### src/design/mvt_pkg.sv
// Shared definitions for the 4x4 matrix-vector transform block.
// Word formats, pipeline widths, request codes and lane control struct.
// No dependencies.
`default_nettype none

package mvt_pkg;

    localparam int WORD_WIDTH = 32;
    localparam int FRAC_BITS  = 16;
    localparam int ELEM_W     = 32;
    localparam int DIM        = 4;
    localparam int IDX_W      = $clog2(DIM);
    localparam int PROD_W     = 2 * WORD_WIDTH;
    localparam int PAIR_W     = PROD_W + 1;
    localparam int SUM_W      = PROD_W + 2;

    typedef logic signed [WORD_WIDTH-1:0] t_word;
    typedef logic signed [ELEM_W-1:0]     t_elem;
    typedef logic signed [PROD_W-1:0]     t_prod;
    typedef logic signed [PAIR_W-1:0]     t_pair;
    typedef logic signed [SUM_W-1:0]      t_sum;
    typedef logic [IDX_W-1:0]             t_idx;

    localparam logic REQ_LOAD  = 1'b0;
    localparam logic REQ_XFORM = 1'b1;

    localparam t_sum  HALF_LSB = t_sum'(1) <<< (FRAC_BITS - 1);
    localparam t_word WORD_MAX = {1'b0, {(WORD_WIDTH-1){1'b1}}};
    localparam t_word WORD_MIN = {1'b1, {(WORD_WIDTH-1){1'b0}}};

    typedef struct packed {
        logic en_prod;
        logic en_pair;
        logic en_sum;
    } t_lane_ctl;

    // Sign-extend or truncate a port element to the internal word.
    function automatic t_word to_word(input t_elem x);
        logic [WORD_WIDTH+ELEM_W-1:0] ext;
        ext = {{WORD_WIDTH{x[ELEM_W-1]}}, x};
        return ext[WORD_WIDTH-1:0];
    endfunction

    // Place the internal word on a port element, upper bits zero.
    function automatic t_elem to_elem(input t_word w);
        logic [WORD_WIDTH+ELEM_W-1:0] ext;
        ext = {{ELEM_W{1'b0}}, w};
        return ext[ELEM_W-1:0];
    endfunction

endpackage

`default_nettype wire

### src/design/mvt_merge.sv
// Merging stage: collects the four lane words, ORs the saturation flags
// and holds the result in the output register. Depends on mvt_pkg.
`default_nettype none

module mvt_merge (
    input  wire logic           i_clk,
    input  wire logic           i_rst_n,
    input  wire logic           i_load,
    input  wire logic           i_stall,
    input  wire mvt_pkg::t_word i_word [mvt_pkg::DIM],
    input  wire logic           i_sat  [mvt_pkg::DIM],
    output logic                o_ready,
    output logic                o_valid,
    output mvt_pkg::t_word      o_word [mvt_pkg::DIM],
    output logic                o_saturated
);
    import mvt_pkg::*;

    logic  r_valid;
    t_word r_word [DIM];
    logic  r_sat;
    logic  any_sat;

    assign o_ready = !r_valid || !i_stall;

    always_comb begin
        any_sat = 1'b0;
        for (int r = 0; r < DIM; r++) begin
            any_sat = any_sat | i_sat[r];
        end
    end

    always_ff @(posedge i_clk) begin
        if (!i_rst_n) begin
            r_valid <= 1'b0;
        end else if (o_ready) begin
            r_valid <= i_load;
        end
    end

    always_ff @(posedge i_clk) begin
        if (o_ready && i_load) begin
            r_word <= i_word;
            r_sat  <= any_sat;
        end
    end

    assign o_valid     = r_valid;
    assign o_word      = r_word;
    assign o_saturated = r_sat;

endmodule

`default_nettype wire

### config.mk
export PLATFORM = sky130hd
export DESIGN_NAME = mvt_merge
export DESIGN_NICKNAME = d
export VERILOG_FILES = /design/src/design/mvt_pkg.sv /design/src/design/mvt_merge.sv
export SDC_FILE = /design/constraint.sdc
export NUM_CORES = 1
export LEC_CHECK = 0
export BUFFER_PORTS_ARGS = -buffer_cell sky130_fd_sc_hd__buf_4
export CORE_AREA = 2 2 104 106
export CTS_CLUSTER_SIZE = 10
export DETAILED_ROUTE_END_ITERATION = 16
export DIE_AREA = 0 0 106 108
export PLACE_DENSITY = 0.74
export SYNTH_ARGS = -nofsm -noshare
export SYNTH_HDL_FRONTEND = slang
export SYNTH_SLANG_ARGS = --single-unit
### constraint.sdc
create_clock -name i_clk -period 4.5 [get_ports i_clk]
set_clock_uncertainty 0.2 [all_clocks]
set_input_delay 0.45 -clock i_clk [delete_from_list [all_inputs] [get_ports i_clk]]
set_output_delay 0.45 -clock i_clk [all_outputs]
set_load 0.01 [all_outputs]
==> results of run 1 <==
==> per-stage QoR <==
stage	instance area (µm²)	hold slack [ns]	setup slack (ns)	instances
3_5_place_dp	6110	0.338	2.16	538
3_3_place_gp	6110	0.325	2.19	538
2_1_floorplan	3920	0.346	0.227	135
==> cells in the mapped netlist <==
| master | number | area [µm²] |
|---|---|---|
| nand2_1 | 1 | 3.75 |
| and2_1 | 1 | 6.26 |
| nor2b_1 | 1 | 6.26 |
| dfxtp_1 | 1 | 20.0 |
| or4_1 | 1 | 7.51 |
| a21oi_1 | 1 | 5.00 |
| edfxtp_1 | 129 | 3870 |
==> logic make-up after synthesis <==
family,Yosys count,share of synthesized area [%]
DFF,130,99.3
AOI/OAI and AO/OA,1,0.127
and+or+nand+nor,4,0.606
==> reports/summary.txt, run 1 <==
Post CTS Setup Buffer Count = 0
Root Driver = clkbuf_8
Synth cell types = 7
Hold_buf cts = 115
Register area share after synthesis = 99.3%
Post-Synthesis Cells = 135
Sink Count = 130
Row cnt = 37
CTS buffer count = 17
Die height = 108 µm
Synthesized area per cell = 29.1 µm²
Boundary Pins = 267
H-tree depth = 4
Initial Util = 38.3%
Die Width = 106 µm
Post-Syn Area = 3920 µm²
Yosys warns = 0
Stop Error = [ERROR RSZ-0060] Max buffer count reached.
Port bufs = 266
CTS resizes = 0
Yosys reg bits = 130
GP Congestion = 0.741
Post-synthesis net count = 271
Clk buf depth = 2
Status = did not finish
Stopped at = 4_1_cts
==> run 2, diff against run 1 <==
--- a/config.mk
+++ b/config.mk
@@ -6,11 +6,9 @@
 export NUM_CORES = 1
 export LEC_CHECK = 0
 export BUFFER_PORTS_ARGS = -buffer_cell sky130_fd_sc_hd__buf_4
-export CORE_AREA = 2 2 104 106
-export CTS_CLUSTER_SIZE = 10
+export CORE_UTILIZATION = 30
 export DETAILED_ROUTE_END_ITERATION = 16
-export DIE_AREA = 0 0 106 108
-export PLACE_DENSITY = 0.74
+export PLACE_DENSITY_LB_ADDON = 0.15
 export SYNTH_ARGS = -nofsm -noshare
 export SYNTH_HDL_FRONTEND = slang
 export SYNTH_SLANG_ARGS = --single-unit
==> run 2 against run 1 <==
Against the previous run:
- the run now ends clean
- area after synthesis stayed put
- synthesized cell count stayed put
==> reports/summary.txt, run 2 <==
Worst min-delay path category = in2reg
Async set-or-reset flop fraction in the synthesized netlist = 0% (unchanged)
Reg-to-reg endpoint = o_word[91]$_DFFE_PP_
Setup Viol. Count Final = 0
Post-synthesis net count = 271 (unchanged)
Dominant cell type by area after synthesis = edfxtp_1
R2R Path Start = o_valid$_SDFFE_PN0P_
Synth cell types = 7 (unchanged)
DIE AREA = 13500 µm²
Grt ovf = 0
Row cnt = 41 (+11%)
Critical-path top delay cell = and2_4
Final Max Tran Viols = 0
Die height = 116 µm (+7.7%)
Max VDD drop = 0.266 mV
Vias = 2923
Synthesis-to-layout area growth = 103%
Core Area = 12700 µm²
Setup crit end kind = register
Post-synth top area share = 98.8% (unchanged)
Seq pwr share = 44.9%
Port bufs = 266 (unchanged)
GP Congestion = 0.720 (-2.8%)
Kind of cell adding the most delay to the critical path = simple AND/OR/NAND/NOR gates
CTS tree = done
Reg2Reg Depth = 3
EDFF count, synth = 129 (unchanged)
Leading cell type in the layout, fill and taps excluded = buf_4
P_sw = 0.645 mW
Proportion of layout cells with a drive suffix above 1 = 53.8%
Synth top area cells = edfxtp_1 (99%), dfxtp_1 (0.51%), or4_1 (0.19%)
Hold Crit Start = i_word[1]
Post-Syn Area = 3920 µm² (unchanged)
CP bufs+invs = 1
GR Layer Usage met3 = 7.94%
Most common cell in the netlist = edfxtp_1
Switching Fraction = 20.1%
Crit Path Class = reg2reg
Worst hold slack = 0.0210 ns
Main combinational cell family by area after synthesis = simple AND/OR/NAND/NOR gates
Commonest non-fill, non-tap cells in the layout = buf_4 (268), edfxtp_1 (129), dlygate4sd3_1 (121), clkbuf_16 (17)
PD cells = 402 nW/µm²
Slew Limit Headroom = 54.3%
Setup crit start kind = register
Max_cap viols = 0
Post-Synth Simple-Gate Area = 0.606% (unchanged)
Pin count of the biggest net entering global routing = 55
Die Width = 116 µm (+9.8%)
First-pass GRT wire length = 15.6 mm
Clk_lat worst skew = 0.41 ns
XOR/XNOR share of the synthesized area = 0% (unchanged)
Worst path arrival time = 2.03 ns
Met1 Usage GRT = 15.1%
Fin crit share = 48.6%
Clock power share = 44.2%
Post-Synth Adder-Cell Area = 0% (unchanged)
Drt total wl = 11.1 mm
Compound-cell area share of the yosys netlist = 0.128% (unchanged)
Sink Count = 130 (unchanged)
Setup slack, reg-to-reg = 2.31 ns
Global-route usage over all layers = 16.5%
Post CTS Setup Buffer Count = 0 (unchanged)
Hold Path End = o_word[1]$_DFFE_PP_
Yosys warns = 0 (unchanged)
Post-Synthesis Cells = 135 (unchanged)
DRT Pass-1 Iters = 4
Clk buf depth = 2 (unchanged)
Via density = 4.02
Number of DRC markers in iteration 0 = 122
Fill cells = 904
Worst path cell trace = nand2_1, and2_4, buf_4
Fmax = 457 MHz
Root Driver = clkbuf_16
Setup TNS = 0 ns
Yosys reg bits = 130 (unchanged)
H-tree depth = 4 (unchanged)
Worst Tran Pin Value = 0.686 ns
RSZ-0062 raised after global routing = no
Met2 global-route usage = 29.9%
Leak = 3.35 nW
Worst hold stages = 1
Crit path required time = 4.35 ns
Final hold violations = 0
Boundary Pins = 267 (unchanged)
Slowest stage delay, CP = 0.60 ns
Post-route minimum period = 2.19 ns
Diode count = 0
Number of global-route vias before repair = 3125
Combinational share of power = 11.0%
Register area share after synthesis = 99.3% (unchanged)
Busiest grt layer = met2
Cell internal pwr = 2.56 mW
Max reg flops = 128
Post-route DRC = 0
Worst-path fanout max = 54
Layout Nets = 679
Final ANT Viol Nets = 0
Dominant synthesized flop cell = edfxtp_1
Multiplexer share of the synthesized area = 0% (unchanged)
Status = completed
Initial Util = 31.0% (-7.4 points)
CTS buffer count = 17 (unchanged)
Initial antenna violation count = 0
Wire length per cell = 15.3 µm
Clk pin slew, worst setup/hold paths = 0.06 ns
Synthesized area per cell = 29.1 µm² (unchanged)
-- run 2: cell counts after synthesis --
Identical to the previous run, type by type.
-- run 2: metal layers --
metal / vias to the layer above / wire [µm]
met1: 1386 / 3500
met2: 148 / 6260
met3: 19 / 1090
met5: - / 0
met4: 0 / 270
li1: 1370 / -
-- run 2: cell families (layout without fill, tap and decap cells) --
group / Yosys count / count (layout)
and+or+nand+nor: 4 / 4
AOI/OAI and AO/OA: 1 / 1
buffers and inverters: 0 / 421
DFF: 130 / 130
-- run 2: through the flow --
step | cell area, µm² | instances | utilization (%) | worst slack [ns] | power (mW)
finish | 7980 | 728 | 63.0 | 2.31 | 3.20
CTS | 7980 | 728 | 63.0 | 2.29 | 3.24
global placement | 6150 | 575 | 48.6 | 2.07 | 1.72
detailed placement | 6150 | 575 | 48.6 | 2.05 | 1.73
global route | 7980 | 728 | 63.0 | 2.20 | 3.31
floorplan | 3920 | 135 | - | 0.227 | 1.53
-- run 2: how the worst max path moves through the flow --
stage,from,end,cells after the start
floorplan,i_stall,o_saturated$_DFFE_PP_,2
global placement,i_stall,o_word[11]$_DFFE_PP_,4
detailed placement,i_stall,o_word[8]$_DFFE_PP_,4
CTS,o_valid$_SDFFE_PN0P_,o_word[62]$_DFFE_PP_,3
global route,o_valid$_SDFFE_PN0P_,o_word[40]$_DFFE_PP_,3
finish,o_valid$_SDFFE_PN0P_,o_word[91]$_DFFE_PP_,3
-- run 2: final cells by class --
class / count / area (µm²) / area share, %
Sequential cell: 130 / 3890 / 48.8
Timing Repair Buffer: 389 / 3220 / 40.4
Clock buffer: 17 / 425 / 5.33
Tap cell: 172 / 215 / 2.70
Clock inverter: 15 / 190 / 2.38
Multi-Input combinational cell: 5 / 31.3 / 0.392
-- run 2: worst reg2reg max path, delay by kind of cell (launching register included) --
kind | cells | cell delay [ns]
and+or+nand+nor | 2 | 0.68
buffers and inverters | 1 | 0.60
DFF | 1 | 0.32
-- run 2: repair_timing --
item | CTS | global route
gates resized for setup | 0 | 0
hold buffers | 121 | 0
hold endpoints to repair | 121 | 0
-- run 2: power groups by stage --
stage          sequential [mW]  combinational, mW  clock [mW]
6_report                  1.44              0.352        1.42
5_1_grt                   1.44              0.374        1.50
4_1_cts                   1.44              0.352        1.45
3_5_place_dp              1.46              0.266           0
3_3_place_gp              1.46              0.264           0
2_1_floorplan             1.51             0.0220           0
No activity file was read; power rests on OpenSTA's default activity.
==> run 3, diff against run 2 <==
==> constraint.sdc (replaced) <==
create_clock -name i_clk -period 1.8 [get_ports i_clk]
set_clock_uncertainty 0.2 [all_clocks]
set_input_delay 0.18 -clock i_clk [delete_from_list [all_inputs] [get_ports i_clk]]
set_output_delay 0.18 -clock i_clk [all_outputs]
set_load 0.01 [all_outputs]
==> run 3 against run 2 <==
Against the previous run:
- the flow now stops in 4_1_cts
- synthesized cell count did not move
- area after synthesis did not move
==> reports/summary.txt, run 3 <==
Stopped at = 4_1_cts
Clk buf depth = 2 (unchanged)
Row cnt = 41 (unchanged)
Die height = 116 µm (unchanged)
Port bufs = 266 (unchanged)
Async set-or-reset flop fraction in the synthesized netlist = 0% (unchanged)
Post-Synthesis Cells = 135 (unchanged)
Initial Util = 31.0% (unchanged)
Die Width = 116 µm (unchanged)
Boundary Pins = 267 (unchanged)
Post-Synth Simple-Gate Area = 0.606% (unchanged)
Post-synthesis net count = 271 (unchanged)
Yosys warns = 0 (unchanged)
Dominant cell type by area after synthesis = edfxtp_1
EDFF count, synth = 129 (unchanged)
Hold_buf cts = 122 (+0.83%)
Yosys reg bits = 130 (unchanged)
Post-synth top area share = 98.8% (unchanged)
Synthesized area per cell = 29.1 µm² (unchanged)
XOR/XNOR share of the synthesized area = 0% (unchanged)
Sink Count = 130 (unchanged)
GP Congestion = 0.738 (+2.5%)
Compound-cell area share of the yosys netlist = 0.128% (unchanged)
Post CTS Setup Buffer Count = 0 (unchanged)
Status = did not finish
Synth top area cells = edfxtp_1 (99%), dfxtp_1 (0.51%), or4_1 (0.19%)
H-tree depth = 4 (unchanged)
Post-Synth Adder-Cell Area = 0% (unchanged)
Main combinational cell family by area after synthesis = simple AND/OR/NAND/NOR gates
Root Driver = clkbuf_16
Dominant synthesized flop cell = edfxtp_1
Most common cell in the netlist = edfxtp_1
CTS resizes = 0 (unchanged)
Register area share after synthesis = 99.3% (unchanged)
CTS buffer count = 17 (unchanged)
Multiplexer share of the synthesized area = 0% (unchanged)
Stop Error = [ERROR RSZ-0060] Max buffer count reached.
Post-Syn Area = 3920 µm² (unchanged)
Synth cell types = 7 (unchanged)
[run 3: metrics by stage]
step | instance area [µm²] | TNS, ns | worst slack, ns | std cells | hold WS (ns)
after detailed placement | 6180 | 0 | 0.347 | 575 | 0.159
after floorplan | 3930 | -25.77 | -0.200 | 135 | 0.0789
after global placement | 6180 | 0 | 0.369 | 575 | 0.158
[run 3: logic make-up after synthesis]
kind of cell / count (synthesis)
flip-flops: 130
AO/OA/AOI/OAI: 1
AND/OR/NAND/NOR: 4
